File: src/hw/rtl/fseq_pkg.sv
// Package for the flap sensor event qualifier: request, response and
// configuration types, event codes and register indexes. No dependencies.
`default_nettype none

package fseq_pkg;

   // Field widths fixed by the interface
   localparam int LEVEL_BITS     = 7;
   localparam int SENSOR_BITS    = 3;
   localparam int KIND_BITS      = 2;
   localparam int CSR_DATA_BITS  = 16;
   localparam int CSR_INDEX_BITS = 2;
   localparam int COUNT_BITS     = 16;

   // Response queue depth (power of two, room for two results per tick)
   localparam int RSP_FIFO_DEPTH = 4;

   // Event kinds
   localparam logic [KIND_BITS-1:0] KIND_IR        = 2'd0;
   localparam logic [KIND_BITS-1:0] KIND_VIBRATION = 2'd1;
   localparam logic [KIND_BITS-1:0] KIND_BLOCKADE  = 2'd2;

   // Sensor code meaning no sensor latched
   localparam logic [SENSOR_BITS-1:0] NO_SENSOR = 3'd7;

   // Configuration register indexes
   localparam logic [CSR_INDEX_BITS-1:0] CSR_IR_DEBOUNCE  = 2'd0;
   localparam logic [CSR_INDEX_BITS-1:0] CSR_VIB_DEBOUNCE = 2'd1;
   localparam logic [CSR_INDEX_BITS-1:0] CSR_BLOCKADE_THR = 2'd2;

   // Reset values of the configuration registers
   localparam logic [CSR_DATA_BITS-1:0] IR_DEBOUNCE_RESET  = 16'd50;
   localparam logic [CSR_DATA_BITS-1:0] VIB_DEBOUNCE_RESET = 16'd50;
   localparam logic [CSR_DATA_BITS-1:0] BLOCKADE_THR_RESET = 16'd10;

   typedef struct packed {
      logic                  ir_edge;
      logic [LEVEL_BITS-1:0] ir_levels;
      logic                  vibration_change;
   } req_type;

   typedef struct packed {
      logic [KIND_BITS-1:0]   event_kind;
      logic [SENSOR_BITS-1:0] sensor_index;
      logic                   last_of_tick;
   } rsp_type;

   typedef struct packed {
      logic [CSR_DATA_BITS-1:0] ir_debounce_ms;
      logic [CSR_DATA_BITS-1:0] vibration_debounce_ms;
      logic [CSR_DATA_BITS-1:0] blockade_threshold;
   } cfg_type;

   // Results of one tick handed to the response queue
   typedef struct packed {
      logic [1:0] count;
      rsp_type    first;
      rsp_type    second;
   } push_type;

endpackage

`default_nettype wire

File: src/hw/rtl/fseq_csr.sv
// Configuration registers of the flap sensor event qualifier.
// Depends on fseq_pkg.
`default_nettype none

module fseq_csr (
   input  wire logic                                   clock,
   input  wire logic                                   reset,
   input  wire logic                                   csr_wr_en,
   input  wire logic [fseq_pkg::CSR_INDEX_BITS-1:0]    csr_index,
   input  wire logic [fseq_pkg::CSR_DATA_BITS-1:0]     csr_wr_data,
   output fseq_pkg::cfg_type                           cfg
);

   fseq_pkg::cfg_type cfg_ff;
   fseq_pkg::cfg_type cfg_in;

   // Decode the write; an unused index leaves everything alone
   always_comb begin
      cfg_in = cfg_ff;
      if (csr_wr_en) begin
         unique case (csr_index)
            fseq_pkg::CSR_IR_DEBOUNCE:  cfg_in.ir_debounce_ms        = csr_wr_data;
            fseq_pkg::CSR_VIB_DEBOUNCE: cfg_in.vibration_debounce_ms = csr_wr_data;
            fseq_pkg::CSR_BLOCKADE_THR: cfg_in.blockade_threshold    = csr_wr_data;
            default:                    cfg_in = cfg_ff;
         endcase
      end
   end

   always_ff @(posedge clock) begin
      if (reset) begin
         cfg_ff.ir_debounce_ms        <= fseq_pkg::IR_DEBOUNCE_RESET;
         cfg_ff.vibration_debounce_ms <= fseq_pkg::VIB_DEBOUNCE_RESET;
         cfg_ff.blockade_threshold    <= fseq_pkg::BLOCKADE_THR_RESET;
      end else begin
         cfg_ff <= cfg_in;
      end
   end

   assign cfg = cfg_ff;

endmodule

`default_nettype wire

File: src/hw/rtl/fseq_core.sv
// Per-tick qualification logic: time counter, sensor latch, debounce checks
// and vibration counting. Depends on fseq_pkg.
`default_nettype none

module fseq_core #(
   parameter int SENSORS   = 7,
   parameter int TIME_BITS = 32
) (
   input  wire logic               clock,
   input  wire logic               reset,
   input  wire logic               accept,
   input  fseq_pkg::req_type       req,
   input  fseq_pkg::cfg_type       cfg,
   output fseq_pkg::push_type      push
);

   logic [TIME_BITS-1:0]               now_ff, now_in;
   logic [TIME_BITS-1:0]               last_ir_ff, last_ir_in;
   logic [TIME_BITS-1:0]               last_vib_ff, last_vib_in;
   logic [fseq_pkg::SENSOR_BITS-1:0]   current_sensor_ff, current_sensor_in;
   logic [fseq_pkg::SENSOR_BITS-1:0]   reported_sensor_ff, reported_sensor_in;
   logic                               vib_pending_ff, vib_pending_in;
   logic [fseq_pkg::COUNT_BITS-1:0]    vib_count_ff, vib_count_in;

   logic [fseq_pkg::SENSOR_BITS-1:0]   lowest_sensor;
   logic                               any_level;
   logic                               pending;
   logic [TIME_BITS-1:0]               ir_elapsed;
   logic [TIME_BITS-1:0]               vib_elapsed;
   logic                               ir_fire;
   logic                               vib_fire;
   logic                               blockade;
   logic [fseq_pkg::COUNT_BITS-1:0]    count_mid;
   fseq_pkg::rsp_type                  ir_rsp;
   fseq_pkg::rsp_type                  vib_rsp;

   // Lowest-numbered high level among the sensors in use
   always_comb begin
      lowest_sensor = fseq_pkg::NO_SENSOR;
      any_level     = 1'b0;
      for (int i = SENSORS - 1; i >= 0; i--) begin
         if (req.ir_levels[i]) begin
            lowest_sensor = fseq_pkg::SENSOR_BITS'(i);
            any_level     = 1'b1;
         end
      end
   end

   // Tick update and debounce checks
   always_comb begin
      now_in            = now_ff + TIME_BITS'(1);
      current_sensor_in = (req.ir_edge && any_level) ? lowest_sensor : current_sensor_ff;
      pending           = vib_pending_ff | req.vibration_change;

      // IR check: elapsed time is taken modulo the counter width
      ir_elapsed = now_in - last_ir_ff;
      ir_fire    = (ir_elapsed > TIME_BITS'(cfg.ir_debounce_ms)) &&
                   (current_sensor_in != reported_sensor_ff);
      count_mid  = ir_fire ? '0 : vib_count_ff;

      // Vibration check sees the count after a same-tick IR clear
      vib_elapsed = now_in - last_vib_ff;
      vib_fire    = (vib_elapsed > TIME_BITS'(cfg.vibration_debounce_ms)) && pending;
      blockade    = count_mid > cfg.blockade_threshold;

      last_ir_in         = ir_fire ? now_in : last_ir_ff;
      reported_sensor_in = ir_fire ? current_sensor_in : reported_sensor_ff;
      last_vib_in        = vib_fire ? now_in : last_vib_ff;
      vib_pending_in     = vib_fire ? 1'b0 : pending;
      if (vib_fire && (count_mid != {fseq_pkg::COUNT_BITS{1'b1}}))
         vib_count_in = count_mid + fseq_pkg::COUNT_BITS'(1);
      else
         vib_count_in = count_mid;
   end

   // Result items of this tick, IR event first
   always_comb begin
      ir_rsp.event_kind    = fseq_pkg::KIND_IR;
      ir_rsp.sensor_index  = current_sensor_in;
      ir_rsp.last_of_tick  = ~vib_fire;
      vib_rsp.event_kind   = blockade ? fseq_pkg::KIND_BLOCKADE : fseq_pkg::KIND_VIBRATION;
      vib_rsp.sensor_index = '0;
      vib_rsp.last_of_tick = 1'b1;

      push.count  = accept ? ({1'b0, ir_fire} + {1'b0, vib_fire}) : 2'd0;
      push.first  = ir_fire ? ir_rsp : vib_rsp;
      push.second = vib_rsp;
   end

   always_ff @(posedge clock) begin
      if (reset) begin
         now_ff             <= '0;
         last_ir_ff         <= '0;
         last_vib_ff        <= '0;
         current_sensor_ff  <= fseq_pkg::NO_SENSOR;
         reported_sensor_ff <= fseq_pkg::NO_SENSOR;
         vib_pending_ff     <= 1'b0;
         vib_count_ff       <= '0;
      end else if (accept) begin
         now_ff             <= now_in;
         last_ir_ff         <= last_ir_in;
         last_vib_ff        <= last_vib_in;
         current_sensor_ff  <= current_sensor_in;
         reported_sensor_ff <= reported_sensor_in;
         vib_pending_ff     <= vib_pending_in;
         vib_count_ff       <= vib_count_in;
      end
   end

endmodule

`default_nettype wire

File: src/hw/rtl/fseq_rsp_fifo.sv
// Response queue: takes up to two results per cycle, hands out one.
// Raises 'full' while fewer than two places are free. Depends on fseq_pkg.
`default_nettype none

module fseq_rsp_fifo (
   input  wire logic          clock,
   input  wire logic          reset,
   input  fseq_pkg::push_type push,
   output logic               full,
   output logic               rsp_valid,
   input  wire logic          rsp_stall,
   output fseq_pkg::rsp_type  rsp_payload
);

   localparam int DEPTH    = fseq_pkg::RSP_FIFO_DEPTH;
   localparam int PTR_BITS = $clog2(DEPTH);
   localparam int CNT_BITS = $clog2(DEPTH + 1);

   fseq_pkg::rsp_type    entry_ff [DEPTH];
   logic [PTR_BITS-1:0]  wr_ptr_ff, wr_ptr_in;
   logic [PTR_BITS-1:0]  rd_ptr_ff, rd_ptr_in;
   logic [CNT_BITS-1:0]  count_ff, count_in;
   logic [PTR_BITS-1:0]  wr_ptr_next;
   logic                 pop;

   assign pop         = (count_ff != '0) && !rsp_stall;
   assign wr_ptr_next = wr_ptr_ff + PTR_BITS'(1);

   // Pointer and fill bookkeeping
   always_comb begin
      wr_ptr_in = wr_ptr_ff + PTR_BITS'(push.count);
      rd_ptr_in = pop ? (rd_ptr_ff + PTR_BITS'(1)) : rd_ptr_ff;
      count_in  = count_ff + CNT_BITS'(push.count) - CNT_BITS'(pop);
   end

   always_ff @(posedge clock) begin
      if (reset) begin
         wr_ptr_ff <= '0;
         rd_ptr_ff <= '0;
         count_ff  <= '0;
      end else begin
         wr_ptr_ff <= wr_ptr_in;
         rd_ptr_ff <= rd_ptr_in;
         count_ff  <= count_in;
      end
   end

   // Entry storage, no reset needed
   always_ff @(posedge clock) begin
      if (push.count != 2'd0)
         entry_ff[wr_ptr_ff] <= push.first;
      if (push.count == 2'd2)
         entry_ff[wr_ptr_next] <= push.second;
   end

   assign full        = count_ff > CNT_BITS'(DEPTH - 2);
   assign rsp_valid   = count_ff != '0;
   assign rsp_payload = entry_ff[rd_ptr_ff];

endmodule

`default_nettype wire

File: src/hw/rtl/flap_sensor_event_qualifier_top.sv
// Flap sensor event qualifier, top level.
// Depends on fseq_pkg, fseq_csr, fseq_core and fseq_rsp_fifo.
//
// Usage:
//   Each request on the req_ channel is one millisecond tick carrying the IR
//   edge flag, the IR pin levels and the vibration change flag. A request is
//   taken at a clock edge with req_valid high and req_stall low.
//   Each tick gives zero, one or two responses on the rsp_ channel (IR event
//   first, then vibration or blockade); last_of_tick marks the final one.
//   A response is stored in the queue when its request is taken and is offered
//   on rsp_valid once those ahead of it have left. Throughput: one request per
//   cycle while the four-entry queue has room for two results; responses leave
//   at one per cycle unless stalled, so back-to-back two-result ticks fill the queue.
//   When the receiver holds rsp_stall, responses wait in the queue and
//   req_stall rises once fewer than two places are free.
//   The csr_ port writes a debounce or threshold register; write only while
//   no request is in flight.
//   Reset (synchronous) restores default settings, clears the time counter,
//   the sensor latches, the vibration state and empties the queue.
`default_nettype none

module flap_sensor_event_qualifier_top #(
   parameter int SENSORS   = 7,
   parameter int TIME_BITS = 32
) (
   input  wire logic                                clock,
   input  wire logic                                reset,
   input  wire logic                                req_valid,
   output logic                                     req_stall,
   input  fseq_pkg::req_type                        req_payload,
   output logic                                     rsp_valid,
   input  wire logic                                rsp_stall,
   output fseq_pkg::rsp_type                        rsp_payload,
   input  wire logic                                csr_wr_en,
   input  wire logic [fseq_pkg::CSR_INDEX_BITS-1:0] csr_index,
   input  wire logic [fseq_pkg::CSR_DATA_BITS-1:0]  csr_wr_data
);

   fseq_pkg::cfg_type  cfg;
   fseq_pkg::push_type push;
   logic               full;
   logic               accept;

   assign req_stall = full;
   assign accept    = req_valid && !full;

   fseq_csr u_csr (
      .clock       (clock),
      .reset       (reset),
      .csr_wr_en   (csr_wr_en),
      .csr_index   (csr_index),
      .csr_wr_data (csr_wr_data),
      .cfg         (cfg)
   );

   fseq_core #(
      .SENSORS   (SENSORS),
      .TIME_BITS (TIME_BITS)
   ) u_core (
      .clock  (clock),
      .reset  (reset),
      .accept (accept),
      .req    (req_payload),
      .cfg    (cfg),
      .push   (push)
   );

   fseq_rsp_fifo u_rsp_fifo (
      .clock       (clock),
      .reset       (reset),
      .push        (push),
      .full        (full),
      .rsp_valid   (rsp_valid),
      .rsp_stall   (rsp_stall),
      .rsp_payload (rsp_payload)
   );

endmodule

`default_nettype wire

File: config.mk
export PLATFORM = sky130hd
export DESIGN_NAME = flap_sensor_event_qualifier_top
export DESIGN_NICKNAME = d
export VERILOG_FILES = /design/src/hw/rtl/fseq_pkg.sv /design/src/hw/rtl/fseq_csr.sv /design/src/hw/rtl/fseq_core.sv /design/src/hw/rtl/fseq_rsp_fifo.sv /design/src/hw/rtl/flap_sensor_event_qualifier_top.sv
export SDC_FILE = /design/constraint.sdc
export NUM_CORES = 1
export LEC_CHECK = 0
export BUFFER_PORTS_ARGS = -buffer_cell sky130_fd_sc_hd__buf_2
export CORE_MARGIN = 1.5
export CORE_UTILIZATION = 30
export CTS_CLUSTER_SIZE = 14
export DETAILED_ROUTE_END_ITERATION = 10
export GPL_TIMING_DRIVEN = 0
export SYNTH_ARGS = -nofsm -noshare
export SYNTH_HDL_FRONTEND = slang
export SYNTH_SLANG_ARGS = --single-unit
File: constraint.sdc
create_clock -name clock -period 10.3 [get_ports clock]
set_input_delay 1.545 -clock clock [delete_from_list [all_inputs] [get_ports clock]]
set_output_delay 1.545 -clock clock [all_outputs]
set_load 0.05 [all_outputs]
==> metrics.cfg <==
[power]
ir_drop_mv = 0.166
power.internal_mw = 1.87
power.share.switching_pct = 40.6
combinationalPowerShare_pct = 47.2
p_sw_mw = 1.28
clkPwrFrac_pct = 23.3
power_density_nw_per_um2 = 201
seq_power_share_pct = 29.5
p_leak_nw = 6.46

[route]
routed_via_density = 5.17
antenna_left = 0
first_pass_iters = 8
first_iter_violations = 958
vias = 12898
wire_per_inst_um = 16.3
drt-total-wl_mm = 40.8
drc = 0

[placed_design]
gp_congestion = 0.905
dpl_worst_slack_ns = 1.15
io_buffers = 39
hpwlAfterDp_mm = 32.9

[global_routing]
antenna_found_initial = 0
grt_max_degree = 18
grt_usage_pct = 16.8
grt_pass1_vias = 12330
grt_use_met2_pct = 29.6
grt_use_met1_pct = 21.3
busiest_layer = met2
grt_pass1_wl_mm = 64.1
grt.met3_usage_pct = 1.88
grt-ovfl-total = 0

[timing]
relSlewSlack_pct = 29.6
hold_slack_ns = 0.455
min_period_over_period_pct = 89.4
finalSetupTns_ns = 0
rsz0062_at_grt = false
finalHoldViolCount = 0
setup_viol = 0
report.final.slew_viol_count = 0
worst_slack_ns = 1.09
clock.fmax_ghz = 0.109
tightest_slew_ns = 1.05
clock_skew_ns = 0.0132
fin_crit_ns = 9.21

[clock_network]
clk_path_buf_depth = 2
clock_sinks = 200
cts_resized = 0
htreeDepth = 4
path_clk_slew_ns = 0.08
cts_buffers = 17
cts_tree = built
holdBufCountCts = 0
postCtsSetupBuffers = 0
clkLatencyLatePin_ns = 0.45
cts_root_buf = clkbuf_16

[setup_path]
cp_max_fo = 9
critPathKind = register to register
reg2reg_from = u_core.now_ff[0]
startpoint = u_core.now_ff[0]
startpoint_type = register
cp_data_required_time_ns = 10.61
ff2ff_setup_slack_ns = 1.09
crit_slowest_cell = or4_1
crit_path_end = u_rsp_fifo.count_ff[2]
crit_top_cell = ha_1
crit_path_end_kind = register
ff2ff_path_depth = 35
cpPeakStageDelay_ns = 0.54
cp.arrival_ns = 9.52
r2r-end = u_rsp_fifo.count_ff[2]

[cells_and_area]
syn_to_final_growth_pct = 11.3
antenna_cells = 0
nFillCells = 4912
final_cell_mix = 278 x nand2_1, 192 x dfxtp_1, 187 x a21oi_1, 155 x nor2_1, 147 x inv_1
seqCellArea_um2 = 4080
multiInputGateArea_um2 = 9000
nets = 2030
final_common_cell = nand2_1
drive_gt1_share_pct = 8.15

[hold_path]
holdPathStages = 2
hold_class = register to register

[logic_synthesis]
ys_async_sr_fraction_pct = 0
synthesis.area_um2 = 14100
postSynthCellCount = 1819
ys_seq_area_share_pct = 29.0
synth_edf_count = 8
synth_flop_cell = dfxtp_1
avgSynthCellArea_um2 = 7.73
ys_ff_latch = 200
syn_nets = 1972
synth.distinct_cells = 87
yosysWarnings = 0

[floorplan]
die_area_um2 = 48200
ioPinCount = 40
initial_core_util_pct = 30.3
die_width_um = 220
rows = 79
die_y_um = 220
coreArea_um2 = 46400

[job]
cap_viol_max_count = 0

[status]
outcome = finished clean

## metal layers
metal / up-vias / routed length (µm)
met2: 295 / 19900
li1: 6485 / -
met4: 0 / 951
met1: 6067 / 18400
met3: 51 / 1450
met5: - / 0
## power groups by stage
stage          clock (mW)  sequential (mW)  combinational (mW)
2_1_floorplan           0            0.929                1.12
3_3_place_gp            0            0.942                1.46
3_5_place_dp            0            0.946                1.48
4_1_cts             0.748            0.928                1.49
5_1_grt             0.779            0.941                1.64
6_report            0.734            0.929                1.49
## worst min-delay path by stage
stage / slack [ns] / endpoint / startpoint
after floorplan: 0.42 / u_rsp_fifo.entry_ff[2][1] / u_rsp_fifo.entry_ff[2][1]
after global placement: 0.44 / u_rsp_fifo.entry_ff[2][1] / u_rsp_fifo.entry_ff[2][1]
after CTS: 0.46 / u_core.last_vib_ff[11] / u_core.last_vib_ff[11]
after detailed placement: 0.45 / u_core.last_vib_ff[11] / u_core.last_vib_ff[11]
after global routing: 0.47 / u_core.last_vib_ff[16] / u_core.last_vib_ff[16]
final: 0.45 / u_core.last_vib_ff[21] / u_core.last_vib_ff[21]
## cell families (layout without fill, tap and decap cells)
group / after synthesis / count (layout) / synth area share [%]
fa+ha+maj: 121 / 121 / 10.9
mux: 22 / 22 / 2.21
flops: 200 / 200 / 29.0
simple gates: 670 / 670 / 22.1
xor+xnor: 100 / 100 / 6.23
compound gates: 469 / 469 / 22.6
buf+inv: 237 / 308 / 6.95
## worst max-delay path: cells and delay by family (launching register included)
kind            cells  cell delay, ns
compound gates      7            1.87
flops               1            0.46
xor+xnor            4            1.04
simple gates       15            3.43
buf+inv             3            0.66
fa+ha+maj           6            1.59
## state kept, by name, summed over array words and instances (netlist names), named ones only
signal	cells
u_csr.cfg	48
u_rsp_fifo.count_ff	3
u_rsp_fifo.rd_ptr_ff	2
u_core.last_vib_ff	32
u_core.vib_count_ff	16
u_core.last_ir_ff	32
u_core.reported_sensor_ff	3
u_rsp_fifo.entry_ff	24
u_core.vib_pending_ff	1
u_rsp_fifo.wr_ptr_ff	2
u_core.now_ff	32
u_core.current_sensor_ff	3
## synth_stat cells, types with 9 or more instances
master,n,area share [%]
nand2_1,278,7.4
dfxtp_1,192,27
a21oi_1,187,6.7
nor2_1,155,4.1
inv_1,147,3.9
ha_1,118,10
clkbuf_1,64,1.7
o21ai_0,59,2.1
xnor2_1,54,3.4
xor2_1,46,2.9
nand4_1,36,1.6
nand3_1,32,1.1
nor3_1,32,1.1
a211oi_1,30,1.6
and3_1,30,1.3
a21o_1,27,1.4
o211ai_1,27,1.4
a211oi_2,26,2.3
and2_1,20,0.89
or3_1,18,0.80
nand2b_1,16,0.71
nor2b_1,12,0.53
o21a_1,10,0.53
buf_2,9,0.32
o2111ai_1,9,0.56
o21bai_1,9,0.48
or4_1,9,0.48
## final cells by class
cell class                      count  area share [%]
Multi-Input combinational cell   1382            57.5
Sequential cell                   200            26.1
Tap cell                          607            4.85
Buffer                             89            2.69
Clock buffer                       19            2.83
Inverter                          148            3.55
Timing Repair Buffer               39            1.25
Clock inverter                     13            1.23
## stage by stage
stage / instance area, µm² / instances / power, mW / util, %
after floorplan: 14100 / 1819 / 2.05 / -
after global placement: 15000 / 2465 / 2.40 / 32.4
after detailed placement: 15000 / 2465 / 2.43 / 32.4
after CTS: 15700 / 2497 / 3.17 / 33.8
after global routing: 15700 / 2497 / 3.36 / 33.8
final: 15700 / 2497 / 3.15 / 33.8
Note: power is estimated with default switching activity, not from simulation.
